===== src/rtl/ilx_pkg.sv =====
// Shared types, codes and widths for the indexed list engine.
package ilx_pkg;

  // Field widths of the command and result beats.
  localparam int ACTION_W = 3;
  localparam int INDEX_W  = 16;
  localparam int VALUE_W  = 32;
  localparam int STATUS_W = 2;
  localparam int LEN_W    = 9;

  // Default number of entries the list can hold.
  localparam int CAPACITY_DEF = 256;

  // Command codes.
  localparam logic [ACTION_W-1:0] ACT_READ = 3'd0;
  localparam logic [ACTION_W-1:0] ACT_HEAD = 3'd1;
  localparam logic [ACTION_W-1:0] ACT_TAIL = 3'd2;
  localparam logic [ACTION_W-1:0] ACT_AT   = 3'd3;
  localparam logic [ACTION_W-1:0] ACT_DEL  = 3'd4;

  // Status codes.
  localparam logic [STATUS_W-1:0] ST_OK    = 2'd0;
  localparam logic [STATUS_W-1:0] ST_RANGE = 2'd1;
  localparam logic [STATUS_W-1:0] ST_FULL  = 2'd2;

  typedef struct packed {
    logic [ACTION_W-1:0]       action;
    logic signed [INDEX_W-1:0] index;
    logic signed [VALUE_W-1:0] value;
  } in_item_t;

  typedef struct packed {
    logic signed [VALUE_W-1:0] read_value;
    logic [STATUS_W-1:0]       status;
    logic [LEN_W-1:0]          length;
  } out_item_t;

  // What a decoded command does to the store.
  typedef enum logic [1:0] {
    OP_NONE,
    OP_READ,
    OP_INS,
    OP_DEL
  } op_t;

  // Commands from the controller to the datapath.
  typedef struct packed {
    logic take;
    logic decide;
    logic shift;
    logic capture;
    logic commit;
    logic load_out;
  } ctl_cmd_t;

  // Status from the datapath to the controller.
  typedef struct packed {
    op_t  dec_op;
    logic dec_shift;
    logic shift_last;
    logic out_free;
  } dp_stat_t;

endpackage


===== src/rtl/ilx_ctrl.sv =====
// Controller state machine sequencing decode, shifting and result hand-off.
module ilx_ctrl (
  input  logic              clk,
  input  logic              rst_n,
  input  logic              in_valid,
  output logic              in_ready,
  input  ilx_pkg::dp_stat_t stat,
  output ilx_pkg::ctl_cmd_t cmd
);

  typedef enum logic [2:0] {
    S_IDLE,
    S_DECIDE,
    S_RD_WAIT,
    S_SHIFT,
    S_DRAIN,
    S_COMMIT,
    S_RESP
  } state_t;

  state_t state_r;
  state_t state_nxt;

  // Next state.
  always_comb begin
    state_nxt = state_r;
    unique case (state_r)
      S_IDLE: begin
        if (in_valid) begin
          state_nxt = S_DECIDE;
        end
      end
      S_DECIDE: begin
        unique case (stat.dec_op)
          ilx_pkg::OP_NONE: state_nxt = S_RESP;
          ilx_pkg::OP_READ: state_nxt = S_RD_WAIT;
          default:          state_nxt = stat.dec_shift ? S_SHIFT : S_COMMIT;
        endcase
      end
      S_RD_WAIT: state_nxt = S_RESP;
      S_SHIFT: begin
        if (stat.shift_last) begin
          state_nxt = S_DRAIN;
        end
      end
      S_DRAIN:  state_nxt = S_COMMIT;
      S_COMMIT: state_nxt = S_RESP;
      S_RESP: begin
        if (stat.out_free) begin
          state_nxt = S_IDLE;
        end
      end
      default: state_nxt = S_IDLE;
    endcase
  end

  // State register.
  always_ff @(posedge clk) begin
    if (!rst_n) begin
      state_r <= S_IDLE;
    end else begin
      state_r <= state_nxt;
    end
  end

  // Commands decoded from the current state.
  always_comb begin
    in_ready     = (state_r == S_IDLE);
    cmd.take     = (state_r == S_IDLE) && in_valid;
    cmd.decide   = (state_r == S_DECIDE);
    cmd.shift    = (state_r == S_SHIFT);
    cmd.capture  = (state_r == S_RD_WAIT);
    cmd.commit   = (state_r == S_COMMIT);
    cmd.load_out = (state_r == S_RESP) && stat.out_free;
  end

endmodule


===== config.mk =====
export PLATFORM = sky130hd
export DESIGN_NAME = ilx_ctrl
export DESIGN_NICKNAME = d
export VERILOG_FILES = /design/src/rtl/ilx_pkg.sv /design/src/rtl/ilx_ctrl.sv
export SDC_FILE = /design/constraint.sdc
export NUM_CORES = 1
export LEC_CHECK = 0
export ABC_AREA = 1
export BUFFER_PORTS_ARGS = -buffer_cell sky130_fd_sc_hd__buf_2
export CAP_MARGIN = 25
export CORE_AREA = 2 2 39 41
export CTS_CLUSTER_SIZE = 20
export DETAILED_ROUTE_END_ITERATION = 8
export DIE_AREA = 0 0 41 43
export GPL_TIMING_DRIVEN = 1
export PLACE_DENSITY = 0.43
export SLEW_MARGIN = 0
export SYNTH_ARGS = -nofsm -noshare
export SYNTH_HDL_FRONTEND = slang
export SYNTH_SLANG_ARGS = --single-unit
export TNS_END_PERCENT = 1

===== constraint.sdc =====
create_clock -name clk -period 1.15 [get_ports clk]
set_input_delay 0 -clock clk [delete_from_list [all_inputs] [get_ports clk]]
set_output_delay 0 -clock clk [all_outputs]
set_load 0.005 [all_outputs]

; Word level (Yosys, flattened, before mapping)
; Index checks and enable logic that the tools add are counted.
[word_totals]
ff_bits = 3
latchBits = 0
mem_bits_rw = 0
romBits = 0
in_bits = 8
out_inout_bits = 7
elab_cells = 23
mem_count = 0
[op_classes]
n_addsub = 0
multipliers = 0
div_mod_pow = 0
magnitude_cmp = 0
eq_ne = 10
shift = 0
n_mux = 6
n_bitwise = 0
n_reduce_logical = 6
[ops]
columns = op, count
row1 = $pmux 3 s6, 1
row2 = $mux 3, 4
row3 = $eq 3x3->1 const B, 3
row4 = $eq 3x2->1 const B, 2
row5 = $ne 2x2->1 const B, 3
row6 = $pmux 3 s2, 1
row7 = $eq 3x1->1 const B, 1
row8 = $logic_not 3->1, 1
row9 = $reduce_and 3->1, 1
row10 = $eq 2x1->1 const B, 1
row11 = $logic_and 1x1->1, 2
row12 = $logic_not 2->1, 1
row13 = $reduce_or 2->1, 1

; Depth between registers and ports, before layout
; Gate-level depths: netlist of run 1.
[logic_depth]
word_depth = 3
mapped_depth = 8
mapped_depth_nobuf = 8

; Worst setup path after synthesis of run 1
; Ideal clock, no wire load.
[synth_path]
path_kind = register to register
from = register state_r[0]
to = register state_r[2]
setup_time_ps = 112
t_arrival_ps = 902
t_required_ps = 1038
slack_ps = 136
path_stages_with_launch = 8
path_buffers = 1
synth_period_minus_slack_ps = 1014
cell_sequence = dfxtp_1 buf_2 nor2_1 nand3_2 nand3_2 nor2_1 nor2_1 nor2_1
[synth_via]
elab_chain_cells = 3
elab_cells_between_ends = 13
classes_between = eq/ne: 9 / mux: 1 / reduce/logical: 3
[synth_lines]
columns = item, line_no
row1 = from (decl), ilx_ctrl.sv:21  ; state_t state_r;
row2 = from (signal assigned), ilx_ctrl.sv:62  ; state_r <= state_nxt;
row3 = "$eq 3x3->1, or another cell as far along", ilx_ctrl.sv:27  ; unique case (state_r)
row4 = $reduce_or 2->1 (no source line) / $ne 2x2->1 (equally long branches), n/a
row5 = $pmux 3 s6 / $reduce_and 3->1 (equally long branches), n/a
; Several ways; a longest one is shown, not always the timed one.
; A chain may end at the register's enable or synchronous reset.

==> flow_metrics.py, run 1 <==
metrics = {
    "clocking": {
        "cts_tree": "yes",
        "cts_max_level": 1,
        "holdBufCountCts": 0,
        "cts_sinks": 3,
        "path_clk_slew_ps": 40,
        "clock_latency_ps": 230,
        "clockBufferDepth": 2,
        "numCtsBuffers": 3,
        "post_cts_buffers": 0,
        "clock-root-buffer": "clkbuf_4",
    },
    "power": {
        "power.density_nw_per_um2": 2070,
        "p_leak_nw": 0.255,
        "peakVddDrop_mv": 0.748,
    },
    "sta": {
        "tightest_slew_ps": 183,
        "slew_viol_final": 0,
        "fin_worst_skew_ps": 4.58,
        "maxSlewHeadroom": 0.878,
        "setup_violations": 0,
        "finalCritPeriodShare": 0.899,
        "max_freq_mhz": 967,
        "timing.hold.ws_ps": 12.7,
        "hold_violations": 0,
        "final.min_clock_period_ps": 1030,
    },
    "place": {
        "dp_hpwl_um": 536,
        "place.gp.congestion": 0.697,
        "placed_cells": 78,
        "io_buffer_count": 14,
    },
    "floorplanning": {
        "pin_count": 15,
        "fp.dieW_um": 41,
        "start_util": 0.203,
        "die_y_um": 43,
        "row_count": 14,
        "die_area_um2": 1760,
        "fp.coreArea_um2": 1380,
    },
    "worst_setup_path": {
        "worstPathCellList": "buf_4, nor3_2, buf_2",
        "worstSetupPathType": "register to output port",
        "crit_path_top_delay_cell": "dfxtp_1",
        "critical_path_required_ps": 1150,
        "r2r-start": "state_r[1]",
        "cp.arrival_ps": 1030,
        "worstSetupStartpoint": "state_r[2]",
        "r2r_end": "state_r[2]",
        "cp_max_fo": 4,
        "crit_path_end": "cmd[2]",
        "r2r_slack_ps": 130,
        "slowest_delay_ps": 340,
        "crit_path_end_kind": "output port",
        "reg2reg_depth": 7,
        "worstSetupStartpointType": "register",
    },
    "global_route": {
        "overflow": 0,
        "grt_max_degree": 9,
        "grt_pass1_vias": 289,
        "antenna_found_initial": 0,
        "grt_use_total": 0.0892,
        "grt_first_pass_wirelength_mm": 1.03,
    },
    "route": {
        "firstDrtPassIters": 4,
        "first_iter_violations": 9,
        "drc": 0,
        "routed_wl_um": 667,
        "wl_per_cell_um": 8.13,
        "via_per_inst": 4.10,
        "postRouteAntennaNets": 0,
        "via_count": 336,
    },
    "cells_and_area": {
        "diodes": 0,
        "final_cell_mix": "14 x buf_2, 8 x nor2_1, 8 x inv_1, 7 x nand2_1, 4 x inv_2",
        "nets": 75,
        "largest_register": "state_r",
        "post-route-util": 0.294,
        "final_common_cell": "buf_2",
        "drive_gt1_frac": 0.485,
        "largest_register_ffs": 3,
        "final_cells": 82,
        "syn2layout_area_growth_pct": 45.1,
        "biggestRegsByFlops": "state_r (3)",
    },
    "synth": {
        "ys_ff_latch": 3,
        "synth_xor_area_frac": 0,
        "ys.warnings.count": 0,
        "muxShareOfSynthArea": 0,
        "synthAdderAreaFrac": 0,
        "syn_inst": 48,
        "yosys.cell_types.count": 16,
        "synth_nets": 56,
        "ys_seq_area_frac": 0.214,
        "synth-simple-area-share": 0.531,
        "syn_area_um2": 280,
        "syn_area_per_cell_um2": 5.84,
        "synth-compound-area-share": 0.0759,
        "synth_top_family_by_area": "simple AND/OR/NAND/NOR gates",
    },
    "hold_path": {
        "hp-class": "input pin to register",
    },
    "outcome": {
        "outcome": "finished, final reports clean",
    },
    "flow_run": {
        "max_cap_violations": 0,
    },
}
## routing by layer
layer,track usage,part of all wire,vias up
met5,0,0,-
met3,0.0314,0.052,0
li1,-,-,185
met1,0.0895,0.46,143
met4,0.0800,0,0
met2,0.134,0.49,8
## critical path, delay by kind of cell, from the launching register on
kind / cells / cell delay (ps)
AND/OR/NAND/NOR: 1 / 170
buffers and inverters: 2 / 300
flip-flops: 1 / 340
## synthesized netlist by cell type
library cell	instances	area share
nand2_2	2	0.045
inv_1	8	0.11
nor2_1	9	0.12
nor3_2	1	0.036
nand2_1	7	0.094
nand3_2	2	0.071
a21oi_1	3	0.054
dfxtp_1	3	0.21
nand3_1	1	0.018
a31oi_1	1	0.022
nand4_2	1	0.045
inv_2	4	0.054
buf_2	1	0.018
nand4_1	2	0.045
nor3_1	2	0.036
nor2_2	1	0.022
## power breakdown
part           total (mW)  leakage, nW  internal (mW)  switching, mW
clock               0.181       0.0150          0.130         0.0513
combinational       0.418        0.214          0.189          0.229
sequential          0.242       0.0258          0.156         0.0858
total               0.841        0.255          0.475          0.366
## what timing repair did
action                                  CTS  global route
endpoints found under the setup margin    2             4
cloned                                    0             0
gates resized for setup                   1             3
## kinds of logic (layout without fill, tap and decap cells)
group,Yosys count,in the layout
compound gates,4,4
simple gates,28,28
flops,3,3
buf+inv,13,31
## cell type report
cell class	instances	area, µm²
repair buffers	15	77.6
flip-flops and latches	3	65.1
inverters	12	45.0
clock buffers	4	26.3
multi-input cells	32	173
well taps	16	20.0
fillers	162	977
## worst min path at each step
| stage | startpoint | to | slack [ps] | cells past startpoint |
|---|---|---|---|---|
| CTS | rst_n | state_r[0] | 6 | 3 |
| global placement | rst_n | state_r[1] | 260 | 3 |
| global route | rst_n | state_r[0] | 8 | 3 |
| floorplan | in_valid | cmd[5] | 110 | 2 |
| detailed placement | rst_n | state_r[1] | 260 | 3 |
| finish | rst_n | state_r[1] | 10 | 3 |
## stage by stage
| stage | cell area, µm² | power (mW) | setup slack (ps) | TNS (ps) |
|---|---|---|---|---|
| finish | 407 | 0.841 | 116 | 0 |
| detailed placement | 373 | 0.646 | 43.0 | 0 |
| CTS | 400 | 0.840 | 50.9 | 0 |
| global route | 407 | 0.954 | -12.3 | -12.3 |
| global placement | 373 | 0.650 | 27.1 | 0 |
| floorplan | 280 | 0.501 | 136 | 0 |
Note: power is estimated with default switching activity, not from simulation.
==> run 2, diff against run 1 <==
RECOVER_POWER = 25   (was not set)
==> flow_metrics.py, run 2 (same netlist as run 1, synthesis figures left out) <==
metrics = {
    "place": {
        "place.gp.congestion": 0.697,
        "dp_hpwl_um": 536,
        "io_buffer_count": 14,
    },
    "power": {
        "swShare": 0.441,
        "peakVddDrop_mv": 0.747,
        "p_leak_nw": 0.251,
        "power_frac_comb": 0.491,
        "power.density_nw_per_um2": 2060,
        "intPower_mw": 0.465,
        "p_sw_mw": 0.366,
        "clockPowerShare": 0.218,
        "seqPwrFrac": 0.291,
        "power.total_mw": 0.831,
    },
    "clocking": {
        "cts_sinks": 3,
        "post_cts_buffers": 0,
        "clock-root-buffer": "clkbuf_4",
        "holdBufCountCts": 0,
        "clock_latency_ps": 230,
        "numCtsBuffers": 3,
        "cts_tree": "yes",
        "cts_max_level": 1,
        "path_clk_slew_ps": 40,
        "clockBufferDepth": 2,
    },
    "worst_setup_path": {
        "cp.arrival_ps": 1030,
        "crit_path_end_kind": "output port",
        "cp_max_fo": 8,
        "worstSetupStartpointType": "register",
        "critical_path_required_ps": 1150,
        "worstSetupPathType": "register to output port",
    },
    "sta": {
        "finalCritPeriodShare": 0.899,
        "hold_violations": 0,
        "slew_viol_final": 0,
        "fin_worst_skew_ps": 4.58,
        "final.min_clock_period_ps": 1030,
        "max_freq_mhz": 967,
        "timing.hold.ws_ps": 12.7,
        "tightest_slew_ps": 180,
        "maxSlewHeadroom": 0.880,
        "setup_violations": 0,
    },
    "route": {
        "firstDrtPassIters": 4,
        "wl_per_cell_um": 8.16,
        "via_count": 336,
        "routed_wl_um": 669,
        "drc": 0,
        "postRouteAntennaNets": 0,
        "first_iter_violations": 10,
        "via_per_inst": 4.10,
    },
    "cells_and_area": {
        "syn2layout_area_growth_pct": 43.7,
        "biggestRegsByFlops": "state_r (3)",
        "nets": 75,
        "largest_register_ffs": 3,
        "largest_register": "state_r",
        "final_common_cell": "buf_2",
        "diodes": 0,
        "final_cell_mix": "14 x buf_2, 8 x nor2_1, 8 x inv_1, 7 x nand2_1, 4 x inv_2",
        "post-route-util": 0.291,
        "drive_gt1_frac": 0.470,
    },
    "floorplanning": {
        "row_count": 14,
        "fp.coreArea_um2": 1380,
        "pin_count": 15,
        "die_area_um2": 1760,
        "start_util": 0.203,
        "die_y_um": 43,
        "fp.dieW_um": 41,
    },
    "global_route": {
        "grt_pass1_vias": 289,
        "overflow": 0,
        "grt_max_degree": 9,
        "grt_first_pass_wirelength_mm": 1.03,
        "antenna_found_initial": 0,
        "grt_use_total": 0.0892,
    },
    "outcome": {
        "outcome": "finished, final reports clean",
    },
    "flow_run": {
        "max_cap_violations": 0,
    },
    "hold_path": {
        "hp-class": "input pin to register",
    },
}
run 2: layout make-up:
| type | count | area, µm² |
|---|---|---|
| inverter | 12 | 45.0 |
| timing repair buffer | 15 | 73.8 |
| clock buffer | 4 | 26.3 |
| fill | 164 | 981 |
| sequential | 3 | 65.1 |
| tap | 16 | 20.0 |
| multi-input combinational | 32 | 173 |
run 2: repair_timing:
item | in CTS | in global routing
resized for setup | 1 | 3
cloned | 0 | 0
pin swaps | 0 | 0
endpoints found under the setup margin | 2 | 4
run 2: metrics by stage:
stage          cell area (µm²)  instances  setup TNS [ps]  setup slack (ps)
2_1_floorplan              280         48               0               136
3_3_place_gp               373         78               0              27.1
3_5_place_dp               373         78               0              43.0
4_1_cts                    400         82               0              50.9
5_1_grt                    403         82           -12.3             -12.3
6_report                   403         82               0               116
run 2: layer usage:
layer	vias to the layer above	wire, µm	track usage	part of all wire
met5	-	0	0	0
met4	0	0	0.0800	0
met3	0	35	0.0314	0.052
met2	8	324	0.134	0.48
met1	143	309	0.0895	0.46
li1	185	-	-	-
run 2: power by group through the flow:
stage               combinational [mW]  clock (mW)  sequential (mW)
floorplan                        0.313           0            0.188
global placement                 0.420           0            0.230
detailed placement               0.418           0            0.227
CTS                              0.420       0.190            0.229
global route                     0.488       0.203            0.253
finish                           0.408       0.181            0.242
run 2: worst paths after layout:
kind | start | endpoint | slack (ps) | cells after the start
worst min register to register | state_r[2] | state_r[2] | 550 | 2
worst max-delay path | state_r[0] | cmd[1] | 120 | 5
worst min-delay path | rst_n | state_r[1] | 10 | 3
worst max register to register | state_r[1] | state_r[2] | 130 | 7
run 2: worst max-delay path, stage by stage (launching register included):
cell,delay (ps)
dfxtp_4,400
inv_2,50
nor2_1,110
inv_1,70
nor2_1,70
buf_2,110
